**config.mk**
```make
export PLATFORM = sky130hd
export DESIGN_NAME = sbmu_simple
export DESIGN_NICKNAME = d
export VERILOG_FILES = /design/src/rtl/sbmu_pkg.sv /design/src/rtl/sbmu_simple.sv
export SDC_FILE = /design/constraint.sdc
export NUM_CORES = 2
export LEC_CHECK = 0
export BUFFER_PORTS_ARGS = -buffer_cell sky130_fd_sc_hd__buf_2
export CAP_MARGIN = 30
export CORE_ASPECT_RATIO = 1.4
export CORE_MARGIN = 3
export CORE_UTILIZATION = 30
export CTS_CLUSTER_DIAMETER = 150
export CTS_CLUSTER_SIZE = 10
export DETAILED_ROUTE_END_ITERATION = 8
export PLACE_DENSITY = 0.44
export RECOVER_POWER = 25
export SYNTH_ARGS = -nofsm -noshare
export SYNTH_HDL_FRONTEND = slang
export SYNTH_SLANG_ARGS = --single-unit
```
**constraint.sdc**
```tcl
create_clock -name clk -period 9.4 [get_ports clk]
set_input_delay 0.94 -clock clk [delete_from_list [all_inputs] [get_ports clk]]
set_output_delay 0.94 -clock clk [all_outputs]
set_load 0.01 [all_outputs]
```
**src/rtl/sbmu_pkg.sv**
```systemverilog
`timescale 1ns / 1ps
`default_nettype none
package sbmu_pkg;

  localparam int FRAC_BITS    = 16;
  localparam int ANG_FRAC     = 60;
  localparam int CORDIC_STEPS = 62;
  localparam int DIV_STEPS    = 32 + FRAC_BITS;
  localparam int UNIT_LAT     = CORDIC_STEPS + 3;

  localparam logic signed [63:0] PI_HALF =
    64'(longint'($atan(1.0) * 2.0 * (2.0 ** ANG_FRAC)));

  typedef enum logic [2:0] {
    OP_ADD   = 3'd0,
    OP_SUB   = 3'd1,
    OP_MUL   = 3'd2,
    OP_DIV   = 3'd3,
    OP_MIN   = 3'd4,
    OP_MAX   = 3'd5,
    OP_REM   = 3'd6,
    OP_ATAN2 = 3'd7
  } op_t;

  typedef struct packed {
    logic signed [31:0] operand_a;
    logic signed [31:0] operand_b;
  } in_item_t;

  typedef struct packed {
    logic signed [31:0] result_value;
    logic               overflow;
  } out_item_t;

  // sign applied to a magnitude, saturated to 32 bits
  function automatic out_item_t sat_mag(input logic neg, input logic [DIV_STEPS-1:0] mag);
    out_item_t o;
    o.overflow = 1'b0;
    o.result_value = neg ? -$signed(mag[31:0]) : $signed(mag[31:0]);
    if (!neg && (mag > DIV_STEPS'(32'h7fff_ffff))) begin
      o.overflow = 1'b1;
      o.result_value = 32'sh7fff_ffff;
    end else if (neg && (mag > DIV_STEPS'(32'h8000_0000))) begin
      o.overflow = 1'b1;
      o.result_value = 32'sh8000_0000;
    end
    return o;
  endfunction

endpackage
`default_nettype wire

```
**src/rtl/sbmu_simple.sv**
```systemverilog
`timescale 1ns / 1ps
`default_nettype none
module sbmu_simple
  import sbmu_pkg::*;
(
  input  wire logic               clk,
  input  wire logic signed [31:0] a,
  input  wire logic signed [31:0] b,
  input  wire op_t                op,
  output out_item_t               res
);

  localparam int PAD = UNIT_LAT - 1;

  logic signed [32:0] sum_r, diff_r;
  logic [63:0]        prod_r;
  logic signed [31:0] min_r, max_r;
  logic               neg_r;
  op_t                op_r;
  logic [31:0]        ma, mb;
  out_item_t          res_nxt;
  out_item_t          pad_r [PAD];

  assign ma = a[31] ? 32'(-a) : 32'(a);
  assign mb = b[31] ? 32'(-b) : 32'(b);

  always_ff @(posedge clk) begin
    sum_r  <= 33'(a) + 33'(b);
    diff_r <= 33'(a) - 33'(b);
    prod_r <= 64'(ma) * 64'(mb);
    min_r  <= (a < b) ? a : b;
    max_r  <= (a > b) ? a : b;
    neg_r  <= a[31] ^ b[31];
    op_r   <= op;
  end

  function automatic out_item_t sat33(input logic signed [32:0] v);
    out_item_t o;
    o.overflow = 1'b0;
    o.result_value = v[31:0];
    if (v > 33'sh0_7fff_ffff) begin
      o.overflow = 1'b1;
      o.result_value = 32'sh7fff_ffff;
    end else if (v < -33'sh0_8000_0000) begin
      o.overflow = 1'b1;
      o.result_value = 32'sh8000_0000;
    end
    return o;
  endfunction

  always_comb begin
    res_nxt = '0;
    case (op_r)
      OP_ADD:  res_nxt = sat33(sum_r);
      OP_SUB:  res_nxt = sat33(diff_r);
      OP_MUL:  res_nxt = sat_mag(neg_r, DIV_STEPS'(prod_r >> FRAC_BITS));
      OP_MIN:  res_nxt.result_value = min_r;
      OP_MAX:  res_nxt.result_value = max_r;
      default: res_nxt = '0;
    endcase
  end

  always_ff @(posedge clk) begin
    pad_r[0] <= res_nxt;
    for (int k = 1; k < PAD; k++) begin
      pad_r[k] <= pad_r[k-1];
    end
  end

  assign res = pad_r[PAD-1];

endmodule
`default_nettype wire

```
==> results.sh <==
export IMPL_die_area_sq_um=292000
export IMPL_slew_headroom=0.329
export IMPL_io_buffers=100
export IMPL_fin_crit_sh=1.02
export IMPL_status="finished, violations left"
export IMPL_pin_count=101
export IMPL_fmax_mhz=105
export IMPL_gp_congestion=0.946
export IMPL_drive_above_1_share=0.174
export IMPL_yosysWarnings=0
export IMPL_cts_sinks=2293
export IMPL_final_area_sq_um=105000
export IMPL_cts_inserted_buffers=271
export IMPL_crit_type="in2reg"
export IMPL_synth_compound_area_frac=0.0458
export IMPL_place_area_sq_um=96400
export IMPL_synth_cell_types=78
export IMPL_cp_common_cell="fa_1"
export IMPL_rows=231
export IMPL_core_area_sq_um=283000
export IMPL_synth_top_family_by_area="adder cells"
export IMPL_synth_adder_area_share=0.258
export IMPL_grt_setup_unrepaired="true"
export IMPL_cts_buffer_depth=4
export IMPL_crit_family="adder cells"
export IMPL_dr_pass1_iters=6
export IMPL_synth_flop_cell="dfxtp_1"
export IMPL_avgSynthCellArea_sq_um=12.0
export IMPL_hold_start="op[0]"
export IMPL_tightest_slew_ns=1.00
export IMPL_layout_commonest_cell="dfxtp_1"
export IMPL_maxCapViolations=0
export IMPL_syn_instance_count=7155
export IMPL_pre_cts_ws_ns=-1.61
export IMPL_dr_first_iter_drc_count=2431
export IMPL_fin_tns_setup_ns=-0.717
export IMPL_syn_area_sq_um=85500
export IMPL_fin_worst_hold_slack_ns=0.281
export IMPL_path_clk_slew_ns=0.05
export IMPL_synth_simple_gate_area_frac=0.0725
export IMPL_avgViaCountPerCell=4.37
export IMPL_grt_first_pass_wirelength_microns=367000
export IMPL_drc=0
export IMPL_synth_async_sr_flop_share=0
export IMPL_antenna_found_initial=22
export IMPL_critPathRequiredTime_ns=10.10
export IMPL_cts_tree="done"
export IMPL_synth_edf_count=0
export IMPL_grt_max_degree=65
export IMPL_startpoint_type="input port"
export IMPL_timing_hold_violations_final=0
export IMPL_post_route_min_period_ns=9.56
export IMPL_path_buf_inv=9
export IMPL_yosys_area_top_type="dfxtp_1"
export IMPL_synth_xor_area_share=0.0246
export IMPL_fp_dieW_microns=457
export IMPL_fillCellCount=27700
export IMPL_wl_microns=248000
export IMPL_hp_class="in2reg"
export IMPL_violations="negative setup slack"
export IMPL_r2r_start="prod_r[16]"
export IMPL_area_growth_pct=22.5
export IMPL_crit_start="a[7]"
export IMPL_syn_nets=8448
export IMPL_clock_skew_ns=0.0374
export IMPL_detail_route_antenna_nets=0
export IMPL_gr_total_overflow=0
export IMPL_synth_mux_area_frac=0.00468
export IMPL_crit_fanout=4
export IMPL_cpPeakStageDelay_ns=0.56
export IMPL_crit_slowest_cell="or4_4"
export IMPL_fin_nets=9302
export IMPL_setup_viol=9
export IMPL_hpwl_microns=201000
export IMPL_synth_top_area_share=0.537
export IMPL_grt_pass1_vias=57000
export IMPL_clk_latency_ns=0.76
export IMPL_root_buffer="clkbuf_16"
export IMPL_start_util=0.302
export IMPL_dieHeight_microns=638
export IMPL_track_usage=0.171
export IMPL_via_count=51400
export IMPL_maxSlewViolCount=0
export IMPL_cp_end_kind="register"
export IMPL_ys_top_cells_by_area="dfxtp_1 54%, fa_1 21%, ha_1 4.8%"
export IMPL_wl_per_cell_microns=21.1
export IMPL_final_cell_mix="2,292 x dfxtp_1, 962 x inv_1, 875 x fa_1"
export IMPL_synth_seq_cells=2293
export IMPL_h_tree_depth=5
export IMPL_fin_ws_ns=-0.158
export IMPL_ys_seq_area_frac=0.537
export IMPL_critical_path_arrival_ns=10.25
[cell usage after synthesis, types with 21 or more instances]
master	instances
a21o_1	41
a21oi_1	141
a22oi_1	29
a41oi_1	24
buf_2	21
buf_4	35
clkbuf_1	235
dfxtp_1	2293
fa_1	897
ha_1	328
inv_1	969
mux2_2	30
nand2_1	594
nand2b_1	24
nand3_1	25
nand4_1	33
nor2_1	657
nor3_1	29
nor4_1	25
o21ai_0	189
o21bai_1	34
xnor2_1	179
xor2_1	59
[stage by stage]
| stage | std cells | util |
|---|---|---|
| finish | 11800 | 0.370 |
| global route | 11800 | 0.370 |
| CTS | 11700 | 0.367 |
| detailed placement | 11400 | 0.340 |
| global placement | 11400 | 0.340 |
| floorplan | 7155 | - |
[routing by layer]
layer  global-route usage  up-vias  wire [microns]
li1                     -    23500               -
met1                0.178    26000           89500
met2                0.318     1295          130000
met3               0.0234      602            9420
met4                0.111        4           18700
met5                    0        -              26
[path summary, 6_finish.rpt]
kind / slack (ns) / to / cells after the start
worst min-delay path: 0.28 / op_r[0] / 1
worst max register to register: 4.36 / pad_r[0][9] / 12
worst max-delay path: -0.16 / prod_r[59] / 36
worst min register to register: 0.29 / pad_r[1][209] / 0
[logic make-up (layout without fill, tap and decap cells)]
kind of cell,after synthesis,after routing
flip-flops,2293,2293
AND/OR/NAND/NOR,1488,1488
buffers and inverters,1269,2145
adder cells (fa/ha/maj),1225,1225
AO/OA/AOI/OAI,606,606
XOR/XNOR,239,239
multiplexers,35,35
other,0,11
[registers in the layout, summed over array words and instances (netlist names)]
name and cells:
diff_r 33, neg_r 1, op_r 3, max_r 32, min_r 32, pad_r 2112
prod_r 48, sum_r 32
[worst register-to-register path: cells and delay by family, from the launching register on]
family	cells	cell delay (ns)
compound gates	3	1.11
fa+ha+maj	1	0.34
buf+inv	2	0.67
flops	1	0.35
simple gates	6	2.49
[layout make-up]
class,instances,area [sq um],share of cell area
tap,3728,4660,0.0445
multi-input combinational,3593,35900,0.343
antenna,11,27.5,0.000263
inverter,971,3640,0.0348
sequential,2293,45900,0.438
clock inverter,20,258,0.00246
timing repair buffer,879,7440,0.0711
clock buffer,275,6880,0.0657
[timing repair]
action	CTS	global route
gates resized for setup	81	103
hold buffers	0	0
setup buffers	16	25
endpoints found under the setup margin	27	31
pin swaps	42	46
Power is not shown: default switching activity piles up to over one toggle a cycle in this logic, so the estimate is an artifact.
